### src/design/salc_pkg.sv
// ----------------------------------------------------------------------------
// salc_pkg: shared types and constants of the set-associative LRU cache model
// Defaults, register and action codes, controller states, command/status.
// ----------------------------------------------------------------------------
package salc_pkg;

	localparam int DEF_MAX_SETS  = 256;
	localparam int DEF_MAX_WAYS  = 8;
	localparam int DEF_ADDR_BITS = 48;

	localparam int CFG_W       = 4;
	localparam int CFG_ADDR_W  = 4;
	localparam int APB_DATA_W  = 32;

	localparam logic [CFG_W-1:0] RST_SET_BITS    = 4'd4;
	localparam logic [CFG_W-1:0] RST_OFFSET_BITS = 4'd2;
	localparam logic [CFG_W-1:0] RST_WAYS        = 4'd1;

	localparam logic [1:0] REG_SET_BITS    = 2'd0;
	localparam logic [1:0] REG_OFFSET_BITS = 2'd1;
	localparam logic [1:0] REG_WAYS        = 2'd2;

	localparam logic [1:0] ACT_MODIFY = 2'd2;
	localparam logic [1:0] ACT_NONE   = 2'd3;

	typedef enum logic [1:0] {
		ST_CLEAR,
		ST_IDLE,
		ST_READ,
		ST_UPDATE
	} state_t;

	typedef struct packed {
		logic [CFG_W-1:0] set_bits;
		logic [CFG_W-1:0] offset_bits;
		logic [CFG_W-1:0] ways;
	} cfg_t;

	typedef struct packed {
		logic clr;
		logic take;
		logic rd;
		logic upd;
		logic last;
	} cmd_t;

	typedef struct packed {
		logic clear_last;
		logic out_busy;
		logic in_skip;
		logic in_mod;
	} status_t;

endpackage

### src/design/salc_ctrl.sv
// ----------------------------------------------------------------------------
// salc_ctrl: access sequencer
// Clears the line state after reset, then runs read and update of one set
// per access, twice for a modify.
// ----------------------------------------------------------------------------
module salc_ctrl
	import salc_pkg::*;
(
	input  logic    clk,
	input  logic    arst_n,
	input  logic    in_valid,
	output logic    in_ready,
	input  status_t st,
	output cmd_t    cmd
);

	state_t state_q, state_nx;
	logic   mod_q;

	always_ff @(posedge clk or negedge arst_n) begin
		if (!arst_n) begin
			state_q <= ST_CLEAR;
			mod_q   <= 1'b0;
		end else begin
			state_q <= state_nx;
			if (cmd.take) begin
				mod_q <= st.in_mod;
			end else if (cmd.upd) begin
				mod_q <= 1'b0;
			end
		end
	end

	always_comb begin
		state_nx = state_q;
		unique case (state_q)
			ST_CLEAR: begin
				if (st.clear_last) state_nx = ST_IDLE;
			end
			ST_IDLE: begin
				if (cmd.take) state_nx = ST_READ;
			end
			ST_READ: begin
				state_nx = ST_UPDATE;
			end
			ST_UPDATE: begin
				if (!st.out_busy) begin
					if (mod_q || cmd.take) state_nx = ST_READ;
					else state_nx = ST_IDLE;
				end
			end
			default: state_nx = ST_CLEAR;
		endcase
	end

	always_comb begin
		cmd      = '0;
		in_ready = 1'b0;
		unique case (state_q)
			ST_CLEAR: begin
				cmd.clr = 1'b1;
			end
			ST_IDLE: begin
				in_ready = 1'b1;
			end
			ST_READ: begin
				cmd.rd = 1'b1;
			end
			ST_UPDATE: begin
				cmd.upd  = !st.out_busy;
				cmd.last = !mod_q;
				in_ready = !st.out_busy && !mod_q;
			end
			default: begin
				in_ready = 1'b0;
			end
		endcase
		cmd.take = in_ready && in_valid && !st.in_skip;
	end

endmodule

### config.mk
export PLATFORM = sky130hd
export DESIGN_NAME = salc_ctrl
export DESIGN_NICKNAME = d
export VERILOG_FILES = /design/src/design/salc_pkg.sv /design/src/design/salc_ctrl.sv
export SDC_FILE = /design/constraint.sdc
export NUM_CORES = 1
export LEC_CHECK = 0
export BUFFER_PORTS_ARGS = -buffer_cell sky130_fd_sc_hd__clkbuf_2
export CAP_MARGIN = 5
export CORE_AREA = 10 10 47 49
export CTS_CLUSTER_DIAMETER = 100
export DETAILED_ROUTE_END_ITERATION = 16
export DIE_AREA = 0 0 57 59
export GPL_ROUTABILITY_DRIVEN = 0
export GPL_TIMING_DRIVEN = 0
export MAX_ROUTING_LAYER = met4
export PLACE_DENSITY = 0.37
export RECOVER_POWER = 25
export SYNTH_ARGS = -nofsm -noshare
export SYNTH_HDL_FRONTEND = slang
export SYNTH_SLANG_ARGS = --single-unit
export TNS_END_PERCENT = 100
### constraint.sdc
create_clock -name clk -period 1.2 [get_ports clk]
set_input_delay 0.06 -clock clk [delete_from_list [all_inputs] [get_ports clk]]
set_output_delay 0.06 -clock clk [all_outputs]
set_load 0.01 [all_outputs]
==> results of run 1 <==
-- cell type report --
class                   instances  area share
flip-flops and latches          3      0.2348
multi-input cells              14      0.3182
repair buffers                 15      0.2727
clock buffers                   4     0.07955
well taps                      16     0.06061
inverters                       3     0.03409
-- state kept, by name, indices dropped and copies added (netlist names) --
| name | cells |
|---|---|
| state_q | 2 |
| mod_q | 1 |
-- Yosys cell counts (all sizes together) --
| cell | n | share of area |
|---|---|---|
| dfrtp | 3 | 0.41 |
| inv | 3 | 0.062 |
| nor2 | 3 | 0.062 |
| nand2 | 2 | 0.041 |
| nand4b | 2 | 0.13 |
| o21ai | 2 | 0.075 |
| and2 | 1 | 0.034 |
| mux2i | 1 | 0.055 |
| nor2b | 1 | 0.034 |
| o311a | 1 | 0.055 |
| o31ai | 1 | 0.041 |
-- how the worst max path moves through the flow --
| stage | cells after the start | startpoint | slack, ps | end |
|---|---|---|---|---|
| 3_5_place_dp | 3 | mod_q | 140 | state_q[0] |
| 2_1_floorplan | 3 | mod_q | 230 | state_q[0] |
| 6_report | 4 | mod_q | 30 | cmd[3] |
| 4_1_cts | 3 | state_q[0] | 4 | cmd[0] |
| 3_3_place_gp | 3 | mod_q | 140 | state_q[0] |
| 5_1_grt | 4 | mod_q | -40 | cmd[3] |
-- layout by cell type, fill, tap and decap left out, drive strengths merged --
cell type,n
nand4b,2
inv,3
mux2i,1
and2,1
nor2,3
clkbuf,14
o311a,1
dfrtp,3
dlygate4sd3,1
o31ai,1
nand2,2
buf,4
nor2b,1
o21ai,2
-- logic make-up (layout without fill, tap and decap cells) --
logic type,after synthesis,count (layout),synth area share
flip-flops,3,3,0.4109
AO/OA/AOI/OAI,4,4,0.1712
AND/OR/NAND/NOR,9,9,0.3014
buffers and inverters,3,22,0.06164
multiplexers,1,1,0.05480
-- per-layer routing --
layer	GRT usage	vias to the layer above	wire length, µm
li1	-	106	-
met1	0.04910	86	344
met2	0.04651	15	224
met3	0.02790	0	68
met4	0.03020	0	0
met5	-	-	0
-- power by group --
group	internal [mW]	switching [mW]	total [mW]	leakage [nW]
combinational	0.184	0.192	0.377	0.132
clock	0.124	0.0486	0.173	0.0150
sequential	0.158	0.0850	0.243	0.0335
total	0.466	0.326	0.792	0.180
-- critical path: stages, from the launching register on --
cell and delay [ps]:
dfrtp_1 380, o21ai_2 210, nand4b_4 120, inv_2 70
buf_6 90
-- what timing repair did --
item                                    CTS  global route
gates resized for setup                   1             6
hold endpoints to repair                  3             0
pin swaps                                 2             2
hold buffers                              1             0
setup buffers                             2             0
endpoints found under the setup margin    1             4
-- metrics by stage --
step           std cells  power, mW  utilization  worst slack (ps)  hold slack (ps)
2_1_floorplan         20     0.4057            -             226.3           -235.6
3_3_place_gp          48     0.5416       0.1875             140.9           -143.7
3_5_place_dp          48     0.5478       0.1875             138.4           -140.8
4_1_cts               55     0.7894       0.2304             4.425            50.46
5_1_grt               55     0.8692       0.2357            -38.36            73.57
6_report              55     0.7924       0.2357             34.75            53.19
==> summary.txt, run 1 <==
Status
  – Status: finished clean

Global routing
  – Vias in the first global route: 231
  – GRT Total Usage: 0.04144
  – First-pass GRT wire length: 1007 µm
  – GRT Residual Overflow: 0
  – Initial antenna violation count: 0
  – Largest net degree at the start of global routing: 9

Layout
  – P&R area growth vs syn: 80.82%
  – Share of layout cells above drive strength 1: 0.5385
  – Multi-input logic area: 105.1 µm²
  – Post-layout net count: 47
  – Final non-filler cell area: 330.3 µm²
  – Register area: 77.57 µm²
  – Fillers: 169
  – N_diodes: 0

Power
  – Power density over the cells: 2399 nW/µm²
  – Leak Pwr: 0.1801 nW
  – Worst IR drop on VDD: 0.7275 mV

Worst hold path
  – Worst Hold Class: input pin to register
  – Worst hold path depth: 3
  – Hold path startpoint: st[0]
  – Hold EP: mod_q

Clock tree
  – Clk_lat worst skew: 230 ps
  – CTS tree: done
  – Clk slew on worst S/H paths: 40 ps
  – CTS max path bufs: 2
  – Root buffer cell: clkbuf_4
  – CTS H-tree depth: 1
  – CTS buffer count: 3
  – Clock sinks: 3

Setup path
  – Max FO, Critical Path: 2
  – Setup crit end kind: output port
  – CP startpoint kind: register
  – Worst r2r src: mod_q
  – Worst reg-to-reg setup slack: 80 ps
  – Crit path DAT: 1110 ps
  – R2R Path End: state_q[0]
  – Req. time, crit path: 1140 ps
  – R2R depth: 4
  – Crit Path Class: register to output port

Logic synthesis
  – Mapped Nets: 27
  – #FFs+latches synth: 3
  – Library cells used by synthesis: 13
  – Sequential element share of the synthesized area: 0.4110
  – Syn_area_per_cell: 9.134 µm²
  – Synthesized area: 182.7 µm²
  – Cells after Synth: 20
  – Yosys synthesis warning count: 0

STA
  – Worst Tran Pin Value: 197.7 ps
  – Min Clock Period, post-route: 1165 ps
  – Final Setup Violations: 0
  – Slew Limit Fails: 0
  – Fin. Hold Viols: 0
  – Final Cycle Share: 0.9710
  – Unrepaired setup endpoints after global routing: true
  – Slew headroom: 0.8671
  – Worst Skew: 1.011 ps
  – Fmax: 0.8582 GHz
  – Final setup TNS: 0 ps

Detailed routing
  – DRC viols: 0
  – Vias: 207
  – DRT Pass-1 Iters: 1
  – DR vias/cell: 3.764
  – WL per Instance: 11.58 µm
  – Final wirelength: 637 µm
  – Antenna Violating Nets Remaining: 0
  – DRT iter0 DRCs: 0

Floorplan
  – Die width: 57 µm
  – Initial core utilization: 0.1304
  – FP Rows: 14
  – Core ar.: 1401 µm²
  – Die Ht: 59 µm
  – IO Count: 13
  – Die area: 3363 µm²

Place
  – Number of port buffers: 12
  – Placed Area: 262.8 µm²
  – Hpwl dp: 506.1 µm

Run
  – Max-capacitance violation count: 0
No activity file was read; power rests on OpenSTA's default activity.
==> inputs of run 2 (changes only) <==
--- a/config.mk
+++ b/config.mk
@@ -7,10 +7,11 @@
 export LEC_CHECK = 0
 export BUFFER_PORTS_ARGS = -buffer_cell sky130_fd_sc_hd__clkbuf_2
 export CAP_MARGIN = 5
-export CORE_AREA = 10 10 47 49
+export CORE_AREA = 2 2 39 41
+export CTS_BUF_LIST = sky130_fd_sc_hd__clkbuf_16
 export CTS_CLUSTER_DIAMETER = 100
 export DETAILED_ROUTE_END_ITERATION = 16
-export DIE_AREA = 0 0 57 59
+export DIE_AREA = 0 0 41 43
 export GPL_ROUTABILITY_DRIVEN = 0
 export GPL_TIMING_DRIVEN = 0
 export MAX_ROUTING_LAYER = met4
==> constraint.sdc (replaced) <==
create_clock -name clk -period 1.2 [get_ports clk]
set_input_delay 0.06 -clock clk [delete_from_list [all_inputs] [get_ports clk]]
set_output_delay 0.06 -clock clk [all_outputs]
set_load 0.02 [all_outputs]
==> run 2 against run 1 <==
Hold slack improved by 12 ps; first-iteration DRC count increased by 3; clock power increased to 3.0 times the previous value; utilization increased by 4.8 points; design area increased by 19%; setup slack got worse by 9.5 ps; non-clock buffer count unchanged; sequential power about the same; final cell count unchanged; power increased by 55%; critical path type unchanged.
==> summary.txt, run 2 (same netlist as run 1, synthesis figures left out) <==
Status
  – Status: finished clean

Floorplan
  – Core ar.: 1384 µm² (-1.2%)
  – Die Ht: 43 µm (-27%)
  – FP Rows: 14 (unchanged)
  – Die area: 1763 µm² (-48%)
  – Die width: 41 µm (-28%)
  – IO Count: 13 (unchanged)
  – Initial core utilization: 0.1320 (+0.001650)

Setup path
  – Crit Path Class: register to output port
  – Req. time, crit path: 1140 ps (about the same)
  – CP startpoint kind: register
  – Worst path max stage delay: 390 ps (about the same)
  – Max FO, Critical Path: 2 (unchanged)
  – Top Family by Delay on Critical Path: flip-flops
  – Buf/Inv on CP: 2 (unchanged)
  – Setup crit end kind: output port
  – Crit path cell chain: o21ai_2 -> nand4b_4 -> inv_2 -> buf_8
  – CP max stage cell: dfrtp_1
  – Crit path DAT: 1110 ps (about the same)

STA
  – Slew headroom: 0.8623 (-0.004819)
  – Final Setup Violations: 0 (unchanged)
  – Fin. Hold Viols: 0 (unchanged)
  – Unrepaired setup endpoints after global routing: true
  – Hold slack: 64.73 ps (+11.53 ps)
  – Slew Limit Fails: 0 (unchanged)
  – Final setup TNS: 0 ps (unchanged)
  – Min Clock Period, post-route: 1175 ps (+9.483 ps)
  – Fmax: 0.8513 GHz (-0.81%)
  – Worst Skew: 1.890 ps (+0.8792 ps)
  – Fin worst setup slack: 25.27 ps (-9.483 ps)
  – Final Cycle Share: 0.9789 (+0.007902)
  – Worst Tran Pin Value: 204.8 ps (+7.168 ps)

Worst hold path
  – Worst Hold Class: input pin to register

Global routing
  – First-pass GRT wire length: 1055 µm (+4.8%)
  – GRT Residual Overflow: 0 (unchanged)
  – Vias in the first global route: 244 (+5.6%)
  – Initial antenna violation count: 0 (unchanged)
  – GRT Total Usage: 0.09494 (+0.05350)
  – Largest net degree at the start of global routing: 9 (unchanged)

Detailed routing
  – DRT Pass-1 Iters: 2 (+1)
  – DRT iter0 DRCs: 3 (+3)
  – DR vias/cell: 3.855 (+2.4%)
  – WL per Instance: 10.47 µm (-9.6%)
  – DRC viols: 0 (unchanged)
  – Vias: 212 (+2.4%)
  – Antenna Violating Nets Remaining: 0 (unchanged)
  – Final wirelength: 576 µm (-9.6%)

Power
  – Worst IR drop on VDD: 0.7641 mV (+5.0%)
  – Sequential Power Share: 0.196 (-0.110)
  – Clock power share: 0.424 (+0.206)
  – Sw Share: 0.3444 (-0.06718)
  – Combinational share of power: 0.380 (-0.095)
  – Power Internal: 0.8031 mW (+72%)
  – Power density over the cells: 3118 nW/µm² (+30%)
  – P_sw: 0.4219 mW (+29%)
  – Leak Pwr: 0.2113 nW (+17%)

Clock tree
  – Clock sinks: 3 (unchanged)
  – CTS buffer count: 3 (unchanged)
  – Clk slew on worst S/H paths: 30 ps (about the same)
  – CTS tree: done
  – Root buffer cell: clkbuf_16
  – CTS H-tree depth: 1 (unchanged)
  – CTS max path bufs: 2 (unchanged)
  – Clk_lat worst skew: 220 ps (about the same)

Layout
  – Largest Register: state_q
  – Biggest regs: state_q x2, mod_q x1
  – Share of layout cells above drive strength 1: 0.5385 (unchanged)
  – Max FFs per register: 2 (unchanged)
  – Post-layout net count: 47 (unchanged)
  – P&R area growth vs syn: 115.1%
  – Layout Utilization: 0.2839 (+0.04819)
  – Highest-count cells in the layout ignoring fill and taps: clkbuf_2, nor2_1, inv_1, clkbuf_16
  – Most common cell after layout, fill and taps aside: clkbuf_2
  – N_diodes: 0 (unchanged)

Run
  – Max-capacitance violation count: 0 (unchanged)

Place
  – Hpwl dp: 427.5 µm (-16%)
  – Pre-CTS setup slack: 113.1 ps (-25.24 ps)
  – Number of port buffers: 12 (unchanged)
[run 2: cell types whose count changed in the layout (fill, tap and decap cells not counted), sizes merged]
cell / before / now
clkbuf: 14 / 12
inv: 3 / 4
buf: 4 / 5
[run 2: what timing repair did]
action,4_1_cts,5_1_grt
pin swaps,2,2
hold endpoints to repair,3,0
gates resized for setup,4,7
setup buffers,2,0
setup endpoints to repair,1,4
hold buffers,1,0
[run 2: final timing paths]
| check | from | endpoint | slack [ps] | cells after the start |
|---|---|---|---|---|
| max reg2reg | mod_q | state_q[0] | 70 | 4 |
| min | st[0] | mod_q | 60 | 3 |
| min in group asynchronous | arst_n | state_q[0] | 170 | 2 |
| max in group asynchronous | arst_n | state_q[1] | 860 | 2 |
| min reg2reg | state_q[1] | state_q[1] | 600 | 2 |
| max | mod_q | cmd[3] | 30 | 4 |
[run 2: worst min-delay path: cells and delay by family]
| kind | cells | cell delay (ps) |
|---|---|---|
| buf+inv | 2 | 120 |
| mux | 1 | 60 |
[run 2: through the flow]
stage	instances	instance area [µm²]	total power, mW
floorplan	20	182.7	0.4677
global placement	48	262.8	0.5913
detailed placement	48	262.8	0.6034
CTS	55	385.4	1.204
global route	55	392.9	1.317
finish	55	392.9	1.225
[run 2: cell type report]
type / count / area, µm²
Clock inverter: 1 / 3.754
Inverter: 3 / 11.26
Multi-Input combinational cell: 14 / 105.1
Sequential cell: 3 / 77.57
Tap cell: 16 / 20.02
Fill cell: 148 / 991.0
Timing Repair Buffer: 15 / 100.1
Clock buffer: 3 / 75.07
[run 2: power groups by stage]
| stage | Clock, mW | Combinational (mW) | Sequential (mW) |
|---|---|---|---|
| 5_1_grt | 0.539 | 0.516 | 0.262 |
| 4_1_cts | 0.531 | 0.438 | 0.236 |
| 2_1_floorplan | 0 | 0.248 | 0.219 |
| 3_3_place_gp | 0 | 0.356 | 0.235 |
| 3_5_place_dp | 0 | 0.365 | 0.239 |
| 6_report | 0.519 | 0.466 | 0.240 |
[run 2: routing by layer]
metal / wire length (µm) / track usage
met1: 265 / 0.1071
met2: 257 / 0.1281
met3: 53 / 0.03141
met4: 0 / 0.08000
met5: 0 / -
==> inputs of run 3 (changes only) <==
--- a/config.mk
+++ b/config.mk
@@ -5,18 +5,19 @@
 export SDC_FILE = /design/constraint.sdc
 export NUM_CORES = 1
 export LEC_CHECK = 0
-export BUFFER_PORTS_ARGS = -buffer_cell sky130_fd_sc_hd__clkbuf_2
 export CAP_MARGIN = 5
 export CORE_AREA = 2 2 39 41
 export CTS_BUF_LIST = sky130_fd_sc_hd__clkbuf_16
 export CTS_CLUSTER_DIAMETER = 100
 export DETAILED_ROUTE_END_ITERATION = 16
 export DIE_AREA = 0 0 41 43
+export DONT_BUFFER_PORTS = 1
 export GPL_ROUTABILITY_DRIVEN = 0
 export GPL_TIMING_DRIVEN = 0
 export MAX_ROUTING_LAYER = met4
-export PLACE_DENSITY = 0.37
+export PLACE_DENSITY = 0.3
 export RECOVER_POWER = 25
+export SLEW_MARGIN = 20
 export SYNTH_ARGS = -nofsm -noshare
 export SYNTH_HDL_FRONTEND = slang
 export SYNTH_SLANG_ARGS = --single-unit
==> run 3 against run 2 <==
Sequential power up 3%; the run now ends with negative hold slack left; setup slack worse by 11 ps; hold slack worse by 89 ps; clock skew down 1.6 ps; non-clock buffer count down 12; via count down 18%; register-to-register slack better by 60 ps; power down 12%.
==> summary.txt, run 3 (same netlist as run 1, synthesis figures left out) <==
STA
  – Fmax: 0.8434 GHz (-0.93%)
  – Hold slack: -24.27 ps (-89.00 ps)
  – Slew Limit Fails: 0 (unchanged)
  – Final setup TNS: 0 ps (unchanged)
  – Min Clock Period, post-route: 1186 ps (+10.97 ps)
  – Unrepaired setup endpoints after global routing: true
  – Slew headroom: 0.7327 (-0.1296)
  – Worst Tran Pin Value: 400.1 ps (+195.3 ps)
  – Fin. Hold Viols: 1 (+1)
  – Final Cycle Share: 0.9881 (+0.009140)
  – Worst Skew: 0.2460 ps (-1.644 ps)
  – Final Setup Violations: 0 (unchanged)

Setup path
  – Crit Path Class: register to output port
  – Crit path DAT: 1130 ps (+20 ps)
  – Worst path max stage delay: 420 ps (+30 ps)
  – Setup crit end kind: output port
  – Max FO, Critical Path: 5 (+3)
  – CP startpoint kind: register
  – Req. time, crit path: 1140 ps (about the same)
  – Crit path cell chain: o21ai_2 -> nand4b_4 -> inv_4
  – Buf/Inv on CP: 1 (-1)
  – Worst reg-to-reg setup slack: 130 ps (+60 ps)
  – Top Family by Delay on Critical Path: flip-flops
  – CP max stage cell: dfrtp_1

Global routing
  – Initial antenna violation count: 0 (unchanged)
  – Largest net degree at the start of global routing: 9 (unchanged)
  – GRT Total Usage: 0.07106 (-0.02388)
  – GRT Residual Overflow: 0 (unchanged)
  – Vias in the first global route: 167 (-32%)
  – First-pass GRT wire length: 683 µm (-35%)

Detailed routing
  – DRC viols: 0 (unchanged)
  – DRT iter0 DRCs: 0 (-3)
  – Antenna Violating Nets Remaining: 0 (unchanged)
  – DRT Pass-1 Iters: 1 (-1)
  – WL per Instance: 11.35 µm (+8.4%)
  – Vias: 173 (-18%)
  – Final wirelength: 488 µm (-15%)
  – DR vias/cell: 4.023 (+4.4%)

Floorplan
  – Die width: 41 µm (unchanged)
  – Die area: 1763 µm² (unchanged)
  – Initial core utilization: 0.1320 (unchanged)
  – Die Ht: 43 µm (unchanged)
  – Core ar.: 1384 µm² (unchanged)
  – IO Count: 13 (unchanged)
  – FP Rows: 14 (unchanged)

Layout
  – Biggest regs: state_q x2, mod_q x1
  – Largest Register: state_q
  – Fillers: 161 (+8.8%)
  – N_diodes: 0 (unchanged)
  – Post-layout net count: 35 (-26%)
  – Max FFs per register: 2 (unchanged)
  – Register area: 76.32 µm² (-1.6%)
  – P&R area growth vs syn: 80.14%
  – Share of layout cells above drive strength 1: 0.3333 (-0.2051)
  – Multi-input logic area: 110.1 µm² (+4.8%)
  – Highest-count cells in the layout ignoring fill and taps: inv_1, clkbuf_16, dlygate4sd3_1
  – Layout Utilization: 0.2378 (-0.04611)

Status
  – Status: finished with violations
  – Failing checks: negative hold slack

Clock tree
  – CTS max path bufs: 2 (unchanged)
  – Clk_lat worst skew: 220 ps (about the same)
  – Root buffer cell: clkbuf_16
  – Hold_buf cts: 3 (+2)
  – Clock sinks: 3 (unchanged)
  – CTS buffer count: 3 (unchanged)
  – CTS tree: done
  – CTS H-tree depth: 1 (unchanged)
  – Clk slew on worst S/H paths: 30 ps (about the same)

Worst hold path
  – Worst Hold Class: input pin to register

Power
  – Leak Pwr: 0.1546 nW (-27%)
  – Power density over the cells: 3283 nW/µm² (+5.3%)
  – Worst IR drop on VDD: 0.7676 mV (+0.45%)
  – Design Power: 1.080 mW (-12%)

Place
  – Number of port buffers: 0 (-12)

Run
  – Max-capacitance violation count: 0 (unchanged)
[run 3: cell count changes in the layout (fill, tap and decap cells not counted), sizes merged]
cell and change:
dlygate4sd3 +2, buf -5, clkbuf -9
[run 3: layer usage]
metal	GRT usage	routed length [µm]
met5	-	0
met4	0.1000	32
met3	0.04712	76
met2	0.08438	202
met1	0.05806	176
[run 3: worst paths after layout]
check,startpoint,to,depth (start not counted)
max in group asynchronous,arst_n,state_q[0],1
worst max-delay path,mod_q,cmd[3],3
worst max register to register,mod_q,state_q[0],3
worst min register to register,mod_q,state_q[1],2
min in group asynchronous,arst_n,state_q[1],1
worst min-delay path,st[2],state_q[1],2
[run 3: worst register-to-register path, delay by kind of cell, from the launching register on]
family / cells / cell delay, ps
flops: 1 / 420
compound gates: 2 / 350
simple gates: 1 / 170
[run 3: metrics by stage]
stage | instances | instance area [µm²] | worst slack, ps | hold slack (ps)
after CTS | 43 | 311.5 | -34.80 | -18.58
after floorplan | 20 | 182.7 | 226.3 | -235.6
after global routing | 43 | 329.1 | -26.98 | -5.300
final | 43 | 329.1 | 14.30 | -24.27
after global placement | 36 | 202.7 | 121.8 | -235.5
after detailed placement | 36 | 202.7 | 123.9 | -235.5
[run 3: repair_timing]
action	4_1_cts	5_1_grt
resized for setup	1	5
pin swaps	0	2
setup endpoints to repair	2	3
hold endpoints to repair	6	1
setup buffers	0	0
[run 3: power by group]
| group | switching (mW) | internal, mW |
|---|---|---|
| clock network | 0.0946 | 0.430 |
| registers | 0.0941 | 0.154 |
| logic | 0.207 | 0.101 |
[run 3: final cells by class]
class,count,share of cell area
Clock buffer,3,0.2281
Clock inverter,1,0.01141
Inverter,3,0.04183
Multi-Input combinational cell,14,0.3346
Sequential cell,3,0.2319
Tap cell,16,0.06084
Timing Repair Buffer,3,0.09125
